===== src/hdl/sample_voice_mixer_top_assert.svh =====
// Assertion macros used by the sample voice mixer engine.
`ifndef SAMPLE_VOICE_MIXER_TOP_ASSERT_SVH
`define SAMPLE_VOICE_MIXER_TOP_ASSERT_SVH
`ifndef SYNTHESIS
`define SVM_ASSERT(lbl, prop) lbl: assert property (@(posedge clk) disable iff (!rst_n) prop) \
  else $error("assertion failed: %m");
`define SVM_ASSERT_ALWAYS(lbl, prop) lbl: assert property (@(posedge clk) prop) \
  else $error("assertion failed: %m");
`else
`define SVM_ASSERT(lbl, prop)
`define SVM_ASSERT_ALWAYS(lbl, prop)
`endif
`endif


===== src/hdl/svm_pkg.sv =====
// Types, codes and constants of the sample voice mixer.
package svm_pkg;

  localparam int VOICES_DEF       = 24;
  localparam int BED_VOICES_DEF   = 6;
  localparam int SAMPLE_WORDS_DEF = 65536;

  typedef enum logic [1:0] {
    OP_WRITE = 2'd0,
    OP_START = 2'd1,
    OP_BED   = 2'd2,
    OP_FRAME = 2'd3
  } op_t;

  localparam logic CFG_MASTER_VOLUME = 1'b0;
  localparam logic CFG_GLIDE_RATE    = 1'b1;

  localparam logic [16:0] MV_RESET    = 17'd52429;
  localparam logic [16:0] MV_MAX      = 17'd65536;
  localparam logic [16:0] LEN_MAX     = 17'd65536;
  localparam logic [15:0] GLIDE_RESET = 16'd14;
  localparam logic [15:0] PITCH_MIN   = 16'd2048;
  localparam logic [15:0] PITCH_MAX   = 16'd32768;

  typedef struct packed {
    op_t                op;
    logic [15:0]        sample_addr;
    logic signed [15:0] sample_value;
    logic [16:0]        buffer_length;
    logic [15:0]        gain_left;
    logic [15:0]        gain_right;
    logic [15:0]        pitch;
    logic               loop_flag;
    logic               use_fixed_slot;
    logic [4:0]         slot;
    logic [15:0]        target_gain;
  } in_item_t;

  typedef struct packed {
    logic signed [15:0] left_out;
    logic signed [15:0] right_out;
  } out_item_t;

  // Classified request as it waits between front and back
  typedef struct packed {
    op_t         op;
    logic [15:0] addr;
    logic [15:0] value;
    logic [16:0] length;
    logic [15:0] gl;
    logic [15:0] gr;
    logic [15:0] step;
    logic        loop;
    logic        fixed;
    logic [4:0]  slot;
    logic [15:0] target;
  } req_t;

endpackage


===== src/hdl/svm_fifo.sv =====
// Short queue with full and empty flags.
module svm_fifo #(
  parameter int W     = 8,
  parameter int DEPTH = 2
) (
  input  logic         clk,
  input  logic         rst_n,
  input  logic         push,
  output logic         full,
  input  logic [W-1:0] din,
  input  logic         pop,
  output logic         empty,
  output logic [W-1:0] dout
);

  localparam int AW = (DEPTH > 1) ? $clog2(DEPTH) : 1;
  localparam logic [AW-1:0] LAST = AW'(DEPTH - 1);

  logic [W-1:0]  mem_r [DEPTH];
  logic [AW-1:0] wp_r, rp_r;
  logic [AW:0]   cnt_r;
  logic          do_push, do_pop;

  assign full    = (cnt_r == (AW + 1)'(DEPTH));
  assign empty   = (cnt_r == '0);
  assign do_push = push & ~full;
  assign do_pop  = pop & ~empty;
  assign dout    = mem_r[rp_r];

  always_ff @(posedge clk) begin
    if (!rst_n) begin
      wp_r  <= '0;
      rp_r  <= '0;
      cnt_r <= '0;
    end else begin
      if (do_push) begin
        wp_r <= (wp_r == LAST) ? '0 : wp_r + 1'b1;
      end
      if (do_pop) begin
        rp_r <= (rp_r == LAST) ? '0 : rp_r + 1'b1;
      end
      if (do_push && !do_pop) begin
        cnt_r <= cnt_r + 1'b1;
      end else if (do_pop && !do_push) begin
        cnt_r <= cnt_r - 1'b1;
      end
    end
  end

  always_ff @(posedge clk) begin
    if (do_push) begin
      mem_r[wp_r] <= din;
    end
  end

endmodule


===== src/hdl/svm_front.sv =====
// Front end: accepts requests, clamps and halves fields, queues them for the engine.
module svm_front import svm_pkg::*; (
  input  logic     clk,
  input  logic     rst_n,
  input  logic     in_push,
  output logic     in_full,
  input  in_item_t in_data,
  input  logic     req_pop,
  output logic     req_empty,
  output req_t     req
);

  req_t                 cls;
  logic [$bits(req_t)-1:0] req_bits;

  always_comb begin
    cls.op     = in_data.op;
    cls.addr   = in_data.sample_addr;
    cls.value  = in_data.sample_value;
    cls.length = (in_data.buffer_length > LEN_MAX) ? LEN_MAX : in_data.buffer_length;
    cls.gl     = in_data.gain_left;
    cls.gr     = in_data.gain_right;
    priority if (in_data.pitch < PITCH_MIN) begin
      cls.step = PITCH_MIN;
    end else if (in_data.pitch > PITCH_MAX) begin
      cls.step = PITCH_MAX;
    end else begin
      cls.step = in_data.pitch;
    end
    cls.loop   = in_data.loop_flag;
    cls.fixed  = in_data.use_fixed_slot;
    cls.slot   = in_data.slot;
    // bed targets apply half the given gain to both channels
    cls.target = {1'b0, in_data.target_gain[15:1]};
  end

  svm_fifo #(
    .W     ($bits(req_t)),
    .DEPTH (2)
  ) u_req_q (
    .clk   (clk),
    .rst_n (rst_n),
    .push  (in_push),
    .full  (in_full),
    .din   (cls),
    .pop   (req_pop),
    .empty (req_empty),
    .dout  (req_bits)
  );

  assign req = req_t'(req_bits);

endmodule


===== config.mk =====
export PLATFORM = sky130hd
export DESIGN_NAME = svm_front
export DESIGN_NICKNAME = d
export VERILOG_FILES = /design/src/hdl/sample_voice_mixer_top_assert.svh /design/src/hdl/svm_pkg.sv /design/src/hdl/svm_fifo.sv /design/src/hdl/svm_front.sv
export SDC_FILE = /design/constraint.sdc
export NUM_CORES = 1
export LEC_CHECK = 0
export BUFFER_PORTS_ARGS = -buffer_cell sky130_fd_sc_hd__buf_4
export CELL_PAD_IN_SITES_DETAIL_PLACEMENT = 1
export CELL_PAD_IN_SITES_GLOBAL_PLACEMENT = 2
export CORE_ASPECT_RATIO = 2
export CORE_UTILIZATION = 38
export CTS_CLUSTER_SIZE = 20
export DETAILED_ROUTE_END_ITERATION = 7
export PLACE_DENSITY = 0.78
export SLEW_MARGIN = 25
export SYNTH_ARGS = -nofsm -noshare
export SYNTH_HDL_FRONTEND = slang
export SYNTH_SLANG_ARGS = --single-unit

===== constraint.sdc =====
create_clock -name clk -period 12.55 [get_ports clk]
set_clock_uncertainty 0.05 [all_clocks]
set_input_delay 0 -clock clk [delete_from_list [all_inputs] [get_ports clk]]
set_output_delay 0 -clock clk [all_outputs]
set_load 0.01 [all_outputs]

# Word-level counts from Yosys, hierarchy flattened
# Memory sizes are Yosys's and may differ from the RTL's. A register that Yosys moved wholly into a read port is not among the register bits.
# Index checks and enable logic that the tools add are counted.
word_totals:
  romBits: 0
  input_bits: 126
  ram_bits: 242
  n_memories: 1
  latchBits: 0
  ff_bits: 4
  output_inout_bits: 124
  elab_cells: 33
memory_table:
  columns: ["memory", "words", "word_bits", "rd", "rd_clocked_by_memory_dff", "wr", "line_no", "rtl"]
  rows:
  - ["u_req_q.mem_r", 2, 121, 1, 1, 1, "svm_fifo.sv:19", "logic [W-1:0] mem_r [DEPTH];"]
op_classes:
  eq_ne: 1
  mul: 0
  addsub: 4
  n_bitwise: 4
  n_div: 0
  magnitude_cmp: 3
  n_reduce_logical: 6
  mux: 11
  shifts: 0
op_table:
  columns: ["cell", "n"]
  rows:
  - ["$mux 16", 2]
  - ["$gt 17x17->1 const B", 1]
  - ["$mux 17", 1]
  - ["$gt 16x16->1 const B", 1]
  - ["$lt 16x12->1 const B", 1]
  - ["$mux 1", 6]
  - ["$mux 2", 2]
  - ["$add 1x1->1 const B", 2]
  - ["$add 2x1->2 const B", 1]
  - ["$and 1x1->1", 2]
  - ["$eq 2x2->1 const B", 1]
  - ["$logic_and 1x1->1", 2]
  - ["$logic_not 1->1", 2]
  - ["$logic_not 2->1", 1]
  - ["$not 1->1", 2]
  - ["$reduce_bool 2->1", 1]
  - ["$sub 2x1->2 const B", 1]

# Depth between registers and ports, before layout
logic_depth:
  ltp_word: 7
  depth_mapped: 7
  ltp_nobuf: 7

# Cells and area by module
# A second synthesis with hierarchy kept.
hier_totals:
  hier_cells: 450
  hier_area_um2: 9696.8
modules_own_cells:
  columns: ["mod", "area_per_inst_um2", "instances", "cells_per_inst", "seq_area_each_um2"]
  rows:
  - ["svm_fifo", 9371.5, 1, 405, 7427.1]
  - ["svm_front", 325.3, 1, 45, 0.0]

# Worst setup path before layout
# Ideal clock, no wire load.
synth_path:
  path_kind: "reg-to-reg"
  from: "register u_req_q.cnt_r[0]"
  to: "register u_req_q.wp_r"
  arrival_ns: 9.482
  path_stages_with_launch: 5
  synth_period_minus_slack_ns: 9.627
  required_ns: 12.404
  setup_slack_ns: 2.923
  setup_time_ns: 0.096
  path_buffers: 0
  path_cell_list: "dfxtp_1 or2b_1 inv_1 nor3_1 o21a_1"
synth_via:
  elab_chain_cells: 3
synth_lines:
  columns: ["element", "line_no", "rtl"]
  rows:
  - ["start, declared", "svm_fifo.sv:21", "logic [AW:0] cnt_r;"]
  - ["start signal, assigned", "svm_fifo.sv:43", "cnt_r <= cnt_r + 1'b1;"]
  - ["start signal, assigned", "svm_fifo.sv:45", "cnt_r <= cnt_r - 1'b1;"]
  - ["$eq 2x2->1", "svm_fifo.sv:24", "assign full = (cnt_r == (AW + 1)'(DEPTH));"]
  - ["net in_full", "svm_front.sv:6", "output logic in_full,"]
  - ["$not 1->1", "svm_fifo.sv:26", "assign do_push = push & ~full;"]
  - ["$and 1x1->1", "svm_fifo.sv:26", null]
  - ["end signal, assigned", "svm_fifo.sv:37", "wp_r <= (wp_r == LAST) ? '0 : wp_r + 1'b1;"]
  - ["end, declared", "svm_fifo.sv:20", "logic [AW-1:0] wp_r, rp_r;"]
# The timed path passes the listed nets, and every way through them passes these cells.
# A chain may end at the register's enable or synchronous reset.

# Final worst setup path
layout_path:
  from: "register u_req_q.cnt_r[0]"
  to: "memory u_req_q.mem_r[1][49] in the netlist's numbering (enable)"
layout_via:
  elab_chain_cells: 5
layout_lines:
  columns: ["element", "line_no", "rtl"]
  rows:
  - ["$eq 2x2->1", "svm_fifo.sv:24", null]
  - ["$not 1->1", "svm_fifo.sv:26", null]
  - ["$and 1x1->1", "svm_fifo.sv:26", null]
  - ["$mux 1", "svm_fifo.sv:51", "if (do_push) begin"]
  - ["$mux 1 (not written as such)", "svm_fifo.sv:52", "mem_r[wp_r] <= din;"]
  - ["end, declared", "svm_fifo.sv:19", null]
# No other way between the ends.

==> flow_summary.yaml <==
final_layout:
  finalNonFillerCells: 1138
  nNetsFinal: 959
  final_cell_mix: "buf_4 (250), edfxtp_1 (242), dlygate4sd3_1 (125)"
  drive_above_1_share_pct: 49.29
  syn2layout_area_growth_pct: 45.29
  layout_commonest_cell: "buf_4"
sta:
  drv_slew: 0
  whs_ns: 0.1365
  timing.final.crit_share_pct: 21.22
  setup_viol: 0
  worstMarginPinSlew_ns: 0.9350
  finalCriticalPeriod_ns: 2.663
  rsz0062_at_grt: "false"
  finalHoldViolCount: 0
  fmax_ghz: 0.3755
  tns_ns: 0
  layout_setup_ws_ns: 9.887
  slew_headroom_pct: 37.66
yosys:
  synth_seq_cells: 247
  yosys.area.top_type_share_pct: 78.36
  ys_warn_count: 0
  syn-num-nets: 575
  synth_area_um2: 9274
  ys_seq_area_share_pct: 79.44
  netlist-cell-type-count: 25
  syn_inst: 448
  synth_area_per_cell_um2: 20.70
  yosys.area.top_type: "edfxtp_1"
  netlist_top_cells_area: "edfxtp_1 (78%), mux2_2 (15%), nor2b_1 (1.2%)"
clock_tree:
  cts_setup_buffers: 0
  clk_latency_ns: 0.52
  cts_hold_buf: 125
  cts_buffers: 22
  cts_sinks: 247
  h-tree-depth: 1
  clockRootBuffer: "clkbuf_16"
  clkSlewWorstSetupHoldPaths_ns: 0.07
  ctsResizeCount: 0
  ctsLongestPathBuffers: 3
  cts_tree: "done"
drt:
  drt_iter0_drc: 189
  ant_nets: 0
  post_drt_wl_per_cell_um: 19.95
  vias_per_cell: 4.772
  drc: 0
  drt-total-wl_um: 22710
  vias: 5431
  dr.pass1.iters: 4
global_route:
  grt_antenna_before_repair: 3
  grt_pass1_vias: 6178
  grt_max_degree: 78
  grt_pass1_wl_um: 33930
  grt_overflow: 0
  track_usage_pct: 18.19
placement:
  place_ws_ns: 9.805
  portBuffers: 247
  hpwl_um: 14260
  post-place-cells: 970
  gp_congestion: 0.7167
worst_setup_path:
  r2r_slack_ns: 9.89
  worstPathArrival_ns: 2.76
  cp-end-kind: "flip-flop"
  crit_required_ns: 12.64
  start_kind: "flip-flop"
  critPathKind: "flip-flop to flip-flop"
  cp_max_fo: 68
power_and_ir_drop:
  switching_power_mw: 0.6669
  p_comb_share_pct: 27.2
  internal_power_mw: 1.816
  ir_worst_vdd_mv: 0.2289
  share_seq_of_total_power_pct: 43.8
  p_total_mw: 2.483
  power_frac_clock_pct: 29.0
  p_sw_share_pct: 26.86
  power_density_nw_per_um2: 184.3
  power.leakage_nw: 5.052
floorplanning:
  initial_core_util_pct: 38.77
  rows: 80
  dieHeight_um: 222.9
  die_w_um: 112.5
  core_um2: 23920
  ios: 250
  die_area_um2: 25070
outcome:
  outcome: "complete, no violations"
flow_run:
  maxCapViolations: 0
min_path:
  hold_class: "input port to flip-flop"
sequential cells by signal, summed over array words and instances, names as in the netlist, named ones only:
signal and count:
u_req_q.mem_r 242, u_req_q.cnt_r 2, u_req_q.rp_r 1, u_req_q.wp_r 1
layer usage:
layer,GRT usage (%),vias up,share of wire (%)
li1,-,2505,-
met2,36.41,191,59
met3,3.070,54,4.8
met1,16.84,2681,32
met5,0,-,0
met4,10.06,0,4.4
through the flow:
stage	util, %	area [um2]
after floorplan	-	9274
after CTS	56.26	13460
after global routing	56.32	13470
after global placement	47.79	11430
final	56.32	13470
after detailed placement	47.79	11430
critical path, cell delays in order (launching register included):
cell     delay (ns)
dfxtp_1        0.43
or2b_1         0.17
and3_4         0.75
buf_4          0.85
final timing paths:
check                                       from              endpoint  cells past startpoint
worst max-delay path            u_req_q.cnt_r[0]  u_req_q.mem_r[1][49]                      3
worst max register to register  u_req_q.cnt_r[0]  u_req_q.mem_r[1][49]                      3
worst min register to register      u_req_q.rp_r          u_req_q.rp_r                      2
worst min-delay path                     in_push      u_req_q.cnt_r[0]                      6
cells by family (layout without fill, tap and decap cells):
group / Yosys count / count (layout) / synth area share [%]
AOI/OAI and AO/OA: 7 / 7 / 0.6747
xor gates and xnor gates: 3 / 3 / 0.2834
adders and majority gates: 1 / 1 / 0.1349
buffers and inverters: 22 / 422 / 1.349
DFF: 247 / 247 / 79.44
muxes: 121 / 121 / 14.69
other: 1 / 4 / 0.04044
and+or+nand+nor: 46 / 46 / 3.387
power groups by stage:
stage | Sequential (mW) | Combinational [mW] | Clock, mW
finish | 1.09 | 0.675 | 0.720
global route | 1.10 | 0.718 | 0.763
detailed placement | 1.11 | 0.645 | 0
global placement | 1.10 | 0.633 | 0
CTS | 1.09 | 0.682 | 0.739
floorplan | 1.10 | 0.357 | 0
cell type report:
type | count | area (um2)
antenna | 3 | 7.507
clock buffer | 25 | 583.1
clock inverter | 15 | 192.7
fill | 2177 | 10450
inverter | 5 | 18.77
multi-input combinational | 179 | 1792
sequential | 247 | 7371
tap | 287 | 359.1
timing repair buffer | 377 | 3151
synth_stat cells, drive strengths merged:
| library cell | n |
|---|---|
| a21boi | 1 |
| clkbuf | 3 |
| dfxtp | 5 |
| ha | 1 |
| xor2 | 3 |
| nor2 | 7 |
| nor2b | 19 |
| and2 | 11 |
| or3 | 1 |
| or2b | 1 |
| nor4 | 4 |
| edfxtp | 242 |
| buf | 14 |
| o21ai | 2 |
| conb | 1 |
| and3 | 1 |
| inv | 5 |
| o21a | 1 |
| a21oi | 2 |
| mux2 | 121 |
| nor3 | 2 |
| a41oi | 1 |
No activity file was read; power rests on OpenSTA's default activity.
