==> src/hdl/sample_voice_mixer_top_assert.svh <==
// Assertion macros used by the sample voice mixer engine.
`ifndef SAMPLE_VOICE_MIXER_TOP_ASSERT_SVH
`define SAMPLE_VOICE_MIXER_TOP_ASSERT_SVH
`ifndef SYNTHESIS
`define SVM_ASSERT(lbl, prop) lbl: assert property (@(posedge clk) disable iff (!rst_n) prop) \
  else $error("assertion failed: %m");
`define SVM_ASSERT_ALWAYS(lbl, prop) lbl: assert property (@(posedge clk) prop) \
  else $error("assertion failed: %m");
`else
`define SVM_ASSERT(lbl, prop)
`define SVM_ASSERT_ALWAYS(lbl, prop)
`endif
`endif

==> src/hdl/svm_fifo.sv <==
// Short queue with full and empty flags.
module svm_fifo #(
  parameter int W     = 8,
  parameter int DEPTH = 2
) (
  input  logic         clk,
  input  logic         rst_n,
  input  logic         push,
  output logic         full,
  input  logic [W-1:0] din,
  input  logic         pop,
  output logic         empty,
  output logic [W-1:0] dout
);

  localparam int AW = (DEPTH > 1) ? $clog2(DEPTH) : 1;
  localparam logic [AW-1:0] LAST = AW'(DEPTH - 1);

  logic [W-1:0]  mem_r [DEPTH];
  logic [AW-1:0] wp_r, rp_r;
  logic [AW:0]   cnt_r;
  logic          do_push, do_pop;

  assign full    = (cnt_r == (AW + 1)'(DEPTH));
  assign empty   = (cnt_r == '0);
  assign do_push = push & ~full;
  assign do_pop  = pop & ~empty;
  assign dout    = mem_r[rp_r];

  always_ff @(posedge clk) begin
    if (!rst_n) begin
      wp_r  <= '0;
      rp_r  <= '0;
      cnt_r <= '0;
    end else begin
      if (do_push) begin
        wp_r <= (wp_r == LAST) ? '0 : wp_r + 1'b1;
      end
      if (do_pop) begin
        rp_r <= (rp_r == LAST) ? '0 : rp_r + 1'b1;
      end
      if (do_push && !do_pop) begin
        cnt_r <= cnt_r + 1'b1;
      end else if (do_pop && !do_push) begin
        cnt_r <= cnt_r - 1'b1;
      end
    end
  end

  always_ff @(posedge clk) begin
    if (do_push) begin
      mem_r[wp_r] <= din;
    end
  end

endmodule

==> config.mk <==
export PLATFORM = sky130hd
export DESIGN_NAME = svm_fifo
export DESIGN_NICKNAME = d
export VERILOG_FILES = /design/src/hdl/sample_voice_mixer_top_assert.svh /design/src/hdl/svm_fifo.sv
export SDC_FILE = /design/constraint.sdc
export NUM_CORES = 1
export LEC_CHECK = 0
export BUFFER_PORTS_ARGS = -buffer_cell sky130_fd_sc_hd__buf_2
export CAP_MARGIN = 20
export CORE_UTILIZATION = 47
export CTS_BUF_LIST = sky130_fd_sc_hd__clkbuf_4
export DETAILED_ROUTE_END_ITERATION = 12
export PLACE_DENSITY_LB_ADDON = 0.25
export SETUP_SLACK_MARGIN = 0.2
export SKIP_CTS_REPAIR_TIMING = 1
export SLEW_MARGIN = 20
export SYNTH_ARGS = -nofsm -noshare
export SYNTH_HDL_FRONTEND = slang
export SYNTH_SLANG_ARGS = --single-unit
==> constraint.sdc <==
create_clock -name clk -period 1.35 [get_ports clk]
set_input_delay 0.27 -clock clk [delete_from_list [all_inputs] [get_ports clk]]
set_output_delay 0.27 -clock clk [all_outputs]
set_load 0.05 [all_outputs]
Yosys cells after proc, flatten, opt, wreduce, memory -nomap -nowiden
Memories as Yosys holds them, arrays and structs flattened. A register that Yosys moved wholly into a read port is not among the register bits.
Cells that the tools add are included.
{ "word_totals": {"latchBits": 0, "inputBits": 12, "reg_bits": 4, "n_memories": 1, "ram_bits": 16, "word_cells": 27, "romBits": 0, "out_inout_bits": 10} }
{ "memory_table": {"columns": ["name", "depth", "width", "rd", "rd_ports_with_merged_regs", "write_ports", "line", "source"], "rows": [
  ["mem_r", 2, 8, 1, 1, 1, "svm_fifo.sv:19", "logic [W-1:0] mem_r [DEPTH];"]
]} }
{ "classes": {"n_lt_le_gt_ge": 0, "eq_ne": 1, "add_sub_neg": 4, "mux": 8, "bitwise": 4, "reduce_logical": 6, "multipliers": 0, "shifts": 0, "n_div": 0} }
{ "op_table": {"columns": ["operator", "n"], "rows": [
  ["$mux W1", 6],
  ["$mux W2", 2],
  ["$add A1 B1 Y1 const B", 2],
  ["$add A2 B1 Y2 const B", 1],
  ["$and A1 B1 Y1", 2],
  ["$eq A2 B2 Y1 const B", 1],
  ["$logic_and A1 B1 Y1", 2],
  ["$logic_not A1 Y1", 2],
  ["$logic_not A2 Y1", 1],
  ["$not A1 Y1", 2],
  ["$reduce_bool A2 Y1", 1],
  ["$sub A2 B1 Y2 const B", 1]
]} }

Logic depth before layout (Yosys ltp)
Gate-level depths: netlist (run 1).
{ "depth": {"ltp_word": 7, "depth_mapped": 7} }

Least setup slack after synthesis (run 1)
No wires, ideal clock.
{ "synth_path": {"path_kind": "register to register", "from": "reg cnt_r[0]", "to": "reg cnt_r[1]", "arrival_time_ns": 1.559, "path_slack_ns": -0.279, "setup_ns": 0.070, "path_buffers": 0, "period_less_slack_ns": 1.629, "path_stages_with_launch": 7, "path_cell_list": "dfxtp_1 -> nand2b_1 -> inv_2 -> nor2_1 -> ha_1 -> or3_1 -> a21boi_1"} }
{ "synth_between": {"elab_chain_cells": 6, "elab_cells_between_ends": 15} }
{ "synth_lines": {"columns": ["element", "line", "source"], "rows": [
  ["start: declaration", "svm_fifo.sv:21", "logic [AW:0] cnt_r;"],
  ["start signal: assignment", "svm_fifo.sv:43", "cnt_r <= cnt_r + 1'b1;"],
  ["start signal: assignment", "svm_fifo.sv:45", "cnt_r <= cnt_r - 1'b1;"],
  ["$eq A2 B2 Y1 (*)", "svm_fifo.sv:24", "assign full = (cnt_r == (AW + 1)'(DEPTH));"],
  ["via full", "svm_fifo.sv:9", "output logic full,"],
  ["$not A1 Y1 (*)", "svm_fifo.sv:26", "assign do_push = push & ~full;"],
  ["$and A1 B1 Y1 (*)", "svm_fifo.sv:26", null],
  ["$logic_not A1 Y1", "svm_fifo.sv:44", "end else if (do_pop && !do_push) begin"],
  ["$logic_and A1 B1 Y1", "svm_fifo.sv:44", null],
  ["$reduce_bool A2 Y1 (no source line)", null, null]
]} }
Mark *: on every way through the listed nets, which the timed path passes. The rest lies on a longest branch. The select of a mux whose other input is x is not followed.
A chain may end at the register's enable or synchronous reset.

==> run_results.csv, run 1 <==
group,metric,value,unit
placement,portBuffers,21,
placement,place_congestion,0.7169,
pwr,p_int,1.696,mW
final_layout,fill_cells,94,
timing,min_period,1501,ps
critical_path,endpoint_kind,"output pin",
cts,root_buffer,"clkbuf_4",
critical_path,reg2reg_from,"cnt_r[0]$_SDFFE_PN0P_",
pwr,swShare,37.81,%
timing,setup_viol,11,
die,core-area,1559,sq um
drt,first_iter_violations,8,
drt,routed_wl,1.307,mm
critical_path,r2r_cells,7,
pwr,combPwrFrac,56.0,%
yosys,synth_fp_nets,63,
min_path,hold_end,"mem_r[0][3]$_DFFE_PP_",
pwr,p_total,2.728,mW
timing,worstMarginPinSlew,197.5,ps
die,initial_utilization,51.93,%
yosys,syn_inst,50,
timing,hold_viol,0,
pwr,powerDensity,2193,nW/um^2
drt,antenna_left,0,
drt,avgRoutedWirePerCell,12.81,um
pwr,seq_power_share,33.5,%
yosys,synth-seq-cells,21,
timing,rsz0062_at_grt,"true",
global_route,grt_max_degree,13,
min_path,hp-start,"din[3]",
critical_path,start_kind,"flip-flop",
timing,max_freq,666.2,MHz
cts,clk_path_buf_depth,2,
pwr,p_sw,1.031,mW
placement,hpwl,873.5,um
final_layout,num_antenna_cells,0,
global_route,antenna_found_initial,0,
critical_path,critPathKind,"reg2out",
drt,dr_total_vias,519,
global_route,grt_pass1_vias,481,
yosys,synth_cell_types,20,
global_route,overflow,0,
final_layout,final_core_util,79.78,%
timing,slew_violations,0,
pwr,power_leakage,0.5096,nW
die,dieArea,1892,sq um
die,num_io_pins,22,
cts,clk_latency,290,ps
cts,cts.sinks,21,
yosys,synth_area,809.5,sq um
critical_path,ff2ff_setup_slack,-90,ps
global_route,grt_pass1_wl,1.911,mm
die,fp.dieH,43.50,um
drt,drc,6,
cts,cts_max_level,1,
die,rows,14,
pwr,pwr-share-clk,10.5,%
job,maxCapViolations,0,
final_layout,drive_above_1_share,66.28,%
yosys,synth_warnings,0,
outcome,failed_checks,"design-rule violations, negative setup slack",
drt,vias_per_cell,5.088,
critical_path,critical_path_arrival,1230,ps
global_route,grtUsageTotal,14.44,%
outcome,status,"complete, but fails checks",
critical_path,cpPeakStageDelay,350,ps
pwr,ir_drop,1761,uV
yosys,syn_avg_cell_area,16.19,sq um
min_path,hold_depth,1,
yosys,ys_seq_area_share,71.72,%
timing,setup_ws,-151.0,ps
placement,dp_slack,-46.91,ps
critical_path,worstPathCellList,"buf_4 > mux2_4 > buf_6",
min_path,hold_class,"in2reg",
die,die_x,43.50,um
critical_path,crit_path_top_delay_cell,"dfxtp_2",
timing,finClkSkew,2.614,ps
final_layout,syn2layout_area_growth,53.63,%
timing,fin_crit_sh,111.2,%
critical_path,required,1080,ps
final_layout,nNetsFinal,100,
timing,slew_headroom,86.83,%
cts,path_clk_slew,110,ps
cts,cts_tree,"done",
cts,cts_buffers,3,
critical_path,crit_fanout,3,
drt,firstDrtPassIters,7,
critical_path,rr_endpoint,"cnt_r[1]$_SDFFE_PN0P_",
-- registers in the layout, summed over array words and instances, names as in the netlist, named ones only --
signal	count
mem_r	16
rp_r	1
cnt_r	2
wp_r	1
-- cell usage after synthesis --
cell / number / area share, %
xnor2_1: 2 / 2.2
inv_1: 1 / 0.46
buf_2: 1 / 0.62
a21boi_0: 1 / 0.93
mux2_2: 8 / 11
or3_1: 1 / 0.77
nor2_1: 2 / 0.93
o21a_1: 1 / 0.93
o21ai_1: 1 / 0.62
a21boi_1: 1 / 0.93
ha_1: 1 / 1.5
xor2_1: 1 / 1.1
inv_2: 1 / 0.46
and3_1: 1 / 0.77
nor3_2: 1 / 1.2
dfxtp_1: 5 / 12
edfxtp_1: 16 / 59
o21ai_0: 1 / 0.62
nand2b_1: 1 / 0.77
and2_1: 3 / 2.3
-- per-layer routing --
layer  part of all wire [%]  global-route usage (%)  up-vias
li1                       -                       -      254
met2                     56                   25.76       19
met5                      0                       0        -
met1                     38                   14.85      244
met3                    4.4                   6.250        2
met4                    2.0                   5.625        0
-- per-stage QoR --
stage               cell area [sq um]  std cells  TNS, ps  hold slack (ps)
floorplan                       879.6         50   -79.79            368.9
global route                     1244        102    -1915            137.3
finish                           1244        102    -1394            154.2
CTS                              1092         99    -2164            149.7
global placement                 1065         95   -4.583            458.2
detailed placement               1065         95   -46.91            461.0
-- layout by cell type, fill, tap and decap left out, drive strengths merged --
master   n
clkinv   1
clkbuf   3
or3      1
and3     1
and2     3
o21a     1
inv      2
mux2     8
xor2     1
nand2b   1
o21ai    2
buf     33
dfxtp    5
xnor2    2
nor2     2
a21boi   2
edfxtp  16
nor3     1
ha       1
-- how the worst max path moves through the flow --
stage / start / end / cells after the start
floorplan: cnt_r[0]$_SDFFE_PN0P_ / cnt_r[1]$_SDFFE_PN0P_ / 7
global placement: cnt_r[0]$_SDFFE_PN0P_ / cnt_r[1]$_SDFFE_PN0P_ / 7
detailed placement: cnt_r[1]$_SDFFE_PN0P_ / cnt_r[1]$_SDFFE_PN0P_ / 5
CTS: flip-flop / dout[6] / 3
global route: flip-flop / dout[4] / 3
finish: flip-flop / dout[4] / 3
-- power groups by stage --
stage	Combinational (mW)	Clock [mW]	Sequential, mW
after CTS	1.17	0.294	0.889
after detailed placement	1.17	0	0.903
after floorplan	0.890	0	0.895
after global routing	1.61	0.320	0.928
after global placement	1.16	0	0.896
final	1.53	0.287	0.914
-- area by class of cell --
cell class / instances / area, sq um / share of cell area [%]
clock buffer: 3 / 22.52 / 1.811
clock inverter: 1 / 5.005 / 0.4024
inverter: 2 / 15.01 / 1.207
multi-input combinational: 26 / 304.0 / 24.45
sequential: 21 / 589.3 / 47.38
tap: 16 / 20.02 / 1.610
timing repair buffer: 33 / 287.8 / 23.14
-- worst max-delay path, delay by kind of cell (launching register included) --
kind	cells	cell delay (ps)
buffers and inverters	2	280
DFF	1	350
muxes	1	300
-- cell families (layout without fill, tap and decap cells) --
logic type                 Yosys count  count (layout)  share of synthesized area, %
xor gates and xnor gates             3               3                         3.246
DFF                                 21              21                         71.72
and+or+nand+nor                      9               9                         6.803
muxes                                8               8                         11.13
AOI/OAI and AO/OA                    5               5                         4.018
buffers and inverters                3              39                         1.544
adders and majority gates            1               1                         1.545
Note: power is estimated with default switching activity, not from simulation.
==> run 2: changes to the inputs <==
--- a/config.mk
+++ b/config.mk
@@ -7,7 +7,9 @@
 export LEC_CHECK = 0
 export BUFFER_PORTS_ARGS = -buffer_cell sky130_fd_sc_hd__buf_2
 export CAP_MARGIN = 20
-export CORE_UTILIZATION = 47
+export CELL_PAD_IN_SITES_DETAIL_PLACEMENT = 1
+export CELL_PAD_IN_SITES_GLOBAL_PLACEMENT = 2
+export CORE_UTILIZATION = 36
 export CTS_BUF_LIST = sky130_fd_sc_hd__clkbuf_4
 export DETAILED_ROUTE_END_ITERATION = 12
 export PLACE_DENSITY_LB_ADDON = 0.25
==> constraint.sdc (replaced) <==
create_clock -name clk -period 1.5 [get_ports clk]
set_input_delay 0.3 -clock clk [delete_from_list [all_inputs] [get_ports clk]]
set_output_delay 0.3 -clock clk [all_outputs]
set_load 0.05 [all_outputs]
==> run 2 against run 1 <==
Effect of this change: the run ends with negative setup slack left; cell count up 5.9%; global-route usage fell by 2.2 points; flip-flop and latch count unchanged; sequential power decreased by 3.8%; combinational power down 24%; sequential share of layout area up 2.5 points; routed wire length rose by 12%; setup slack improved by 130 ps; cell area decreased by 4.5%.
==> run_results.csv, run 2 (synthesis gave the netlist of run 1 again) <==
group,metric,value,unit
pwr,seq_power_share,37.8,%
critical_path,start_kind,"flip-flop",
outcome,failed_checks,"negative setup slack",
placement,place_area,994.7,sq um
cts,cts_buffers,3,
final_layout,final_core_util,58.15,%
drt,first_iter_violations,0,
final_layout,nNetsFinal,95,
pwr,pwr-share-clk,11.9,%
final_layout,seqCellArea,591.8,sq um
critical_path,crit_path_top_delay_cell,"dfxtp_4",
cts,cts.sinks,21,
pwr,ir_drop,926.0,uV
drt,firstDrtPassIters,1,
cts,path_clk_slew,110,ps
final_layout,finalNonFillerCells,108,
placement,portBuffers,21,
timing,slew_violations,0,
final_layout,layout_commonest_cell,"edfxtp_1",
placement,dp_slack,7.617,ps
timing,finClkSkew,0.8494,ps
die,die_x,49.42,um
pwr,p_int,1.439,mW
timing,max_freq,656.6,MHz
timing,rsz0062_at_grt,"true",
timing,setup_viol,8,
final_layout,drive_above_1_share,61.73,%
timing,setup_ws,-22.91,ps
pwr,p_sw,0.8848,mW
final_layout,largest_register_ffs,16,
outcome,status,"complete, but fails checks",
global_route,grtUsageTotal,12.27,%
global_route,overflow,0,
pwr,power_leakage,0.4800,nW
timing,hold_viol,0,
cts,cts_tree,"done",
pwr,swShare,38.07,%
drt,avgRoutedWirePerCell,13.57,um
final_layout,fin_area,1187,sq um
die,num_io_pins,22,
drt,routed_wl,1.466,mm
global_route,antenna_found_initial,0,
final_layout,regMostFlops,"mem_r",
critical_path,crit_fanout,8,
pwr,combPwrFrac,50.3,%
critical_path,endpoint_kind,"output pin",
final_layout,fill_cells,210,
timing,worstMarginPinSlew,209.1,ps
timing,fin_crit_sh,101.5,%
die,initial_utilization,39.64,%
global_route,grt_pass1_vias,503,
final_layout,syn2layout_area_growth,46.68,%
timing,min_period,1523,ps
job,maxCapViolations,0,
pwr,powerDensity,1957,nW/um^2
global_route,grt_pass1_wl,2.235,mm
critical_path,crit_family,"flip-flops",
placement,hpwl,1.052,mm
critical_path,required,1200,ps
placement,place_congestion,0.6915,
critical_path,r2r_cells,6,
critical_path,reg2reg_from,"cnt_r[0]$_SDFFE_PN0P_",
critical_path,critPathKind,"reg2out",
final_layout,num_antenna_cells,0,
cts,clk_latency,290,ps
cts,clk_path_buf_depth,2,
die,dieArea,2442,sq um
critical_path,cpPeakStageDelay,450,ps
cts,cts_max_level,1,
critical_path,cp.buffers_inverters,1,
min_path,hold_class,"in2reg",
critical_path,critical_path_arrival,1220,ps
critical_path,rr_endpoint,"cnt_r[1]$_SDFFE_PN0P_",
final_layout,multi_input_comb_area,285.3,sq um
drt,vias_per_cell,4.565,
critical_path,ff2ff_setup_slack,30,ps
die,core-area,2042,sq um
critical_path,path_depth,2,
final_layout,top_regs,"mem_r: 16 flops, cnt_r: 2 flops",
critical_path,crit_end,"dout[5]",
critical_path,worstPathCellList,"mux2_4 > buf_6",
placement,dp.cells,101,
drt,dr_total_vias,493,
die,fp.dieH,49.42,um
timing,slew_headroom,86.06,%
die,rows,16,
final_layout,layout_common_cells,"16 x edfxtp_1, 11 x buf_2, 9 x buf_6",
cts,root_buffer,"clkbuf_4",
drt,drc,0,
global_route,grt_max_degree,12,
timing,tns,-136.2,ps
drt,antenna_left,0,
## run 2: cell type report
cell class / instances / area share (%)
repair buffers: 28 / 19.49
well taps: 27 / 2.845
clock buffers: 4 / 2.529
inverters: 2 / 1.264
multi-input cells: 26 / 24.03
flip-flops and latches: 21 / 49.84
## run 2: routing by layer
metal  vias up  share of wire [%]  GRT usage, %
li1        244                  -             -
met3         0                3.0         2.804
met5         -                  0             0
met4         0                  0         1.429
met2        14                 55         23.52
met1       235                 42         14.08
## run 2: power groups by stage
stage                     Combinational, mW  Sequential, mW  Clock, mW
after floorplan                       0.711           0.803          0
after global placement                0.857           0.842          0
after detailed placement              0.866           0.853          0
after CTS                             0.870           0.838      0.294
after global routing                   1.23           0.895      0.309
final                                  1.17           0.879      0.275
## run 2: worst min-delay path by stage
stage,startpoint,endpoint,slack [ps],depth (start not counted)
after CTS,din[7],mem_r[1][7]$_DFFE_PP_,170,1
after global placement,din[7],mem_r[0][7]$_DFFE_PP_,490,1
after detailed placement,din[7],mem_r[1][7]$_DFFE_PP_,490,1
final,din[3],mem_r[1][3]$_DFFE_PP_,190,1
after floorplan,din[0],mem_r[0][0]$_DFFE_PP_,400,0
after global routing,din[3],mem_r[0][3]$_DFFE_PP_,170,1
## run 2: stage by stage
stage	hold WS (ps)	power, mW
global placement	489.1	1.698
finish	191.7	2.324
detailed placement	492.7	1.719
floorplan	398.9	1.514
global route	172.6	2.438
CTS	172.1	2.002
==> run 3: changes to the inputs <==
--- a/config.mk
+++ b/config.mk
@@ -7,11 +7,11 @@
 export LEC_CHECK = 0
 export BUFFER_PORTS_ARGS = -buffer_cell sky130_fd_sc_hd__buf_2
 export CAP_MARGIN = 20
-export CELL_PAD_IN_SITES_DETAIL_PLACEMENT = 1
-export CELL_PAD_IN_SITES_GLOBAL_PLACEMENT = 2
-export CORE_UTILIZATION = 36
+export CORE_MARGIN = 2
+export CORE_UTILIZATION = 52
 export CTS_BUF_LIST = sky130_fd_sc_hd__clkbuf_4
 export DETAILED_ROUTE_END_ITERATION = 12
+export MAX_ROUTING_LAYER = met4
 export PLACE_DENSITY_LB_ADDON = 0.25
 export SETUP_SLACK_MARGIN = 0.2
 export SKIP_CTS_REPAIR_TIMING = 1
==> run 3 against run 2 <==
Effect of this change: the flow still finishes with violations (negative setup slack); routed wire length is 0.95% higher; worst hold slack worse by 13 ps; combinational power is 8% higher; sequential share of layout area is 0.26 points lower.
==> run_results.csv, run 3 (synthesis gave the netlist of run 1 again) <==
group,metric,value,unit
drt,first_iter_violations,18,
timing,tns,-221.8,ps
drt,routed_wl,1.480,mm
timing,min_period,1532,ps
drt,vias_per_cell,5.208,
die,die_x,43.46,um
pwr,powerDensity,2010,nW/um^2
die,dieArea,1888,sq um
drt,drc,0,
die,fp.dieH,43.46,um
pwr,power_leakage,0.4803,nW
timing,rsz0062_at_grt,"true",
die,num_io_pins,22,
timing,finClkSkew,9.796,ps
placement,hpwl,938.9,um
global_route,grt_pass1_vias,460,
cts,cts_max_level,1,
die,rows,14,
final_layout,top_regs,"mem_r: 16 flops, cnt_r: 2 flops",
critical_path,critical_path_arrival,1230,ps
cts,root_buffer,"clkbuf_4",
final_layout,layout_commonest_cell,"edfxtp_1",
timing,slew_headroom,75.01,%
timing,setup_ws,-32.44,ps
critical_path,crit_path_top_delay_cell,"dfxtp_4",
timing,fin_crit_sh,102.2,%
outcome,status,"complete, but fails checks",
placement,dp_slack,44.71,ps
final_layout,layout_common_cells,"16 x edfxtp_1, 13 x buf_6, 11 x buf_2",
critical_path,required,1200,ps
final_layout,drive_above_1_share,65.00,%
min_path,hold_class,"in2reg",
pwr,ir_drop,1208,uV
cts,cts.sinks,21,
critical_path,cp.buffers_inverters,1,
job,maxCapViolations,0,
placement,place_congestion,0.7307,
final_layout,fin_area,1194,sq um
global_route,overflow,0,
cts,cts_buffers,3,
die,initial_utilization,54.37,%
critical_path,crit_fanout,8,
cts,cts_tree,"done",
global_route,grt_pass1_wl,1.973,mm
drt,antenna_left,0,
drt,firstDrtPassIters,3,
cts,clk_latency,300,ps
die,core-area,1489,sq um
cts,clk_path_buf_depth,2,
timing,worstMarginPinSlew,374.8,ps
global_route,antenna_found_initial,0,
critical_path,endpoint_kind,"output pin",
pwr,p_total,2.400,mW
critical_path,cpPeakStageDelay,450,ps
critical_path,worstPathCellList,"mux2_4 > buf_6",
global_route,grtUsageTotal,15.13,%
placement,portBuffers,21,
final_layout,nNetsFinal,94,
timing,setup_viol,8,
final_layout,largest_register_ffs,16,
cts,path_clk_slew,120,ps
timing,slew_violations,0,
critical_path,critPathKind,"reg2out",
timing,hold_ws,179.2,ps
critical_path,start_kind,"flip-flop",
critical_path,crit_family,"flip-flops",
final_layout,syn2layout_area_growth,47.45,%
final_layout,regMostFlops,"mem_r",
placement,place_area,965.9,sq um
final_layout,num_antenna_cells,0,
drt,avgRoutedWirePerCell,15.42,um
global_route,grt_max_degree,13,
outcome,failed_checks,"negative setup slack",
timing,hold_viol,0,
timing,max_freq,652.6,MHz
drt,dr_total_vias,500,
[run 3: report_power, final]
| group | total [mW] | switching (mW) | leakage, nW | internal [mW] |
|---|---|---|---|---|
| clock network | 0.266 | 0.166 | 0.0177 | 0.0992 |
| registers | 0.872 | 0.109 | 0.193 | 0.763 |
| logic | 1.26 | 0.659 | 0.270 | 0.603 |
| total | 2.40 | 0.934 | 0.480 | 1.47 |
[run 3: per-layer routing]
| layer | GRT usage, % | up-vias | part of all wire, % |
|---|---|---|---|
| li1 | - | 241 | - |
| met1 | 17.65 | 247 | 37 |
| met2 | 25.37 | 12 | 59 |
| met3 | 3.750 | 0 | 3.4 |
| met4 | 5.455 | 0 | 0 |
| met5 | - | - | 0 |
[run 3: worst paths after layout]
path	end	start	depth (start not counted)	slack [ps]
worst max-delay path	dout[7]	flip-flop	2	-30
worst min-delay path	mem_r[0][6]$_DFFE_PP_	din[6]	1	180
worst max register to register	cnt_r[1]$_SDFFE_PN0P_	cnt_r[0]$_SDFFE_PN0P_	7	20
worst min register to register	flip-flop	rp_r$_SDFFE_PN0P_	2	590
[run 3: layout make-up]
class | instances | area, sq um
Multi-Input combinational cell | 26 | 307.8
Inverter | 2 | 15.01
Fill cell | 81 | 295.3
Clock inverter | 1 | 5.005
Sequential cell | 21 | 591.8
Tap cell | 16 | 20.02
Clock buffer | 3 | 22.52
Timing Repair Buffer | 27 | 231.5
[run 3: metrics by stage]
| step | cells | utilization [%] |
|---|---|---|
| after floorplan | 50 | - |
| after global placement | 88 | 64.87 |
| after detailed placement | 88 | 64.87 |
| after CTS | 92 | 66.72 |
| after global routing | 96 | 80.17 |
| final | 96 | 80.17 |
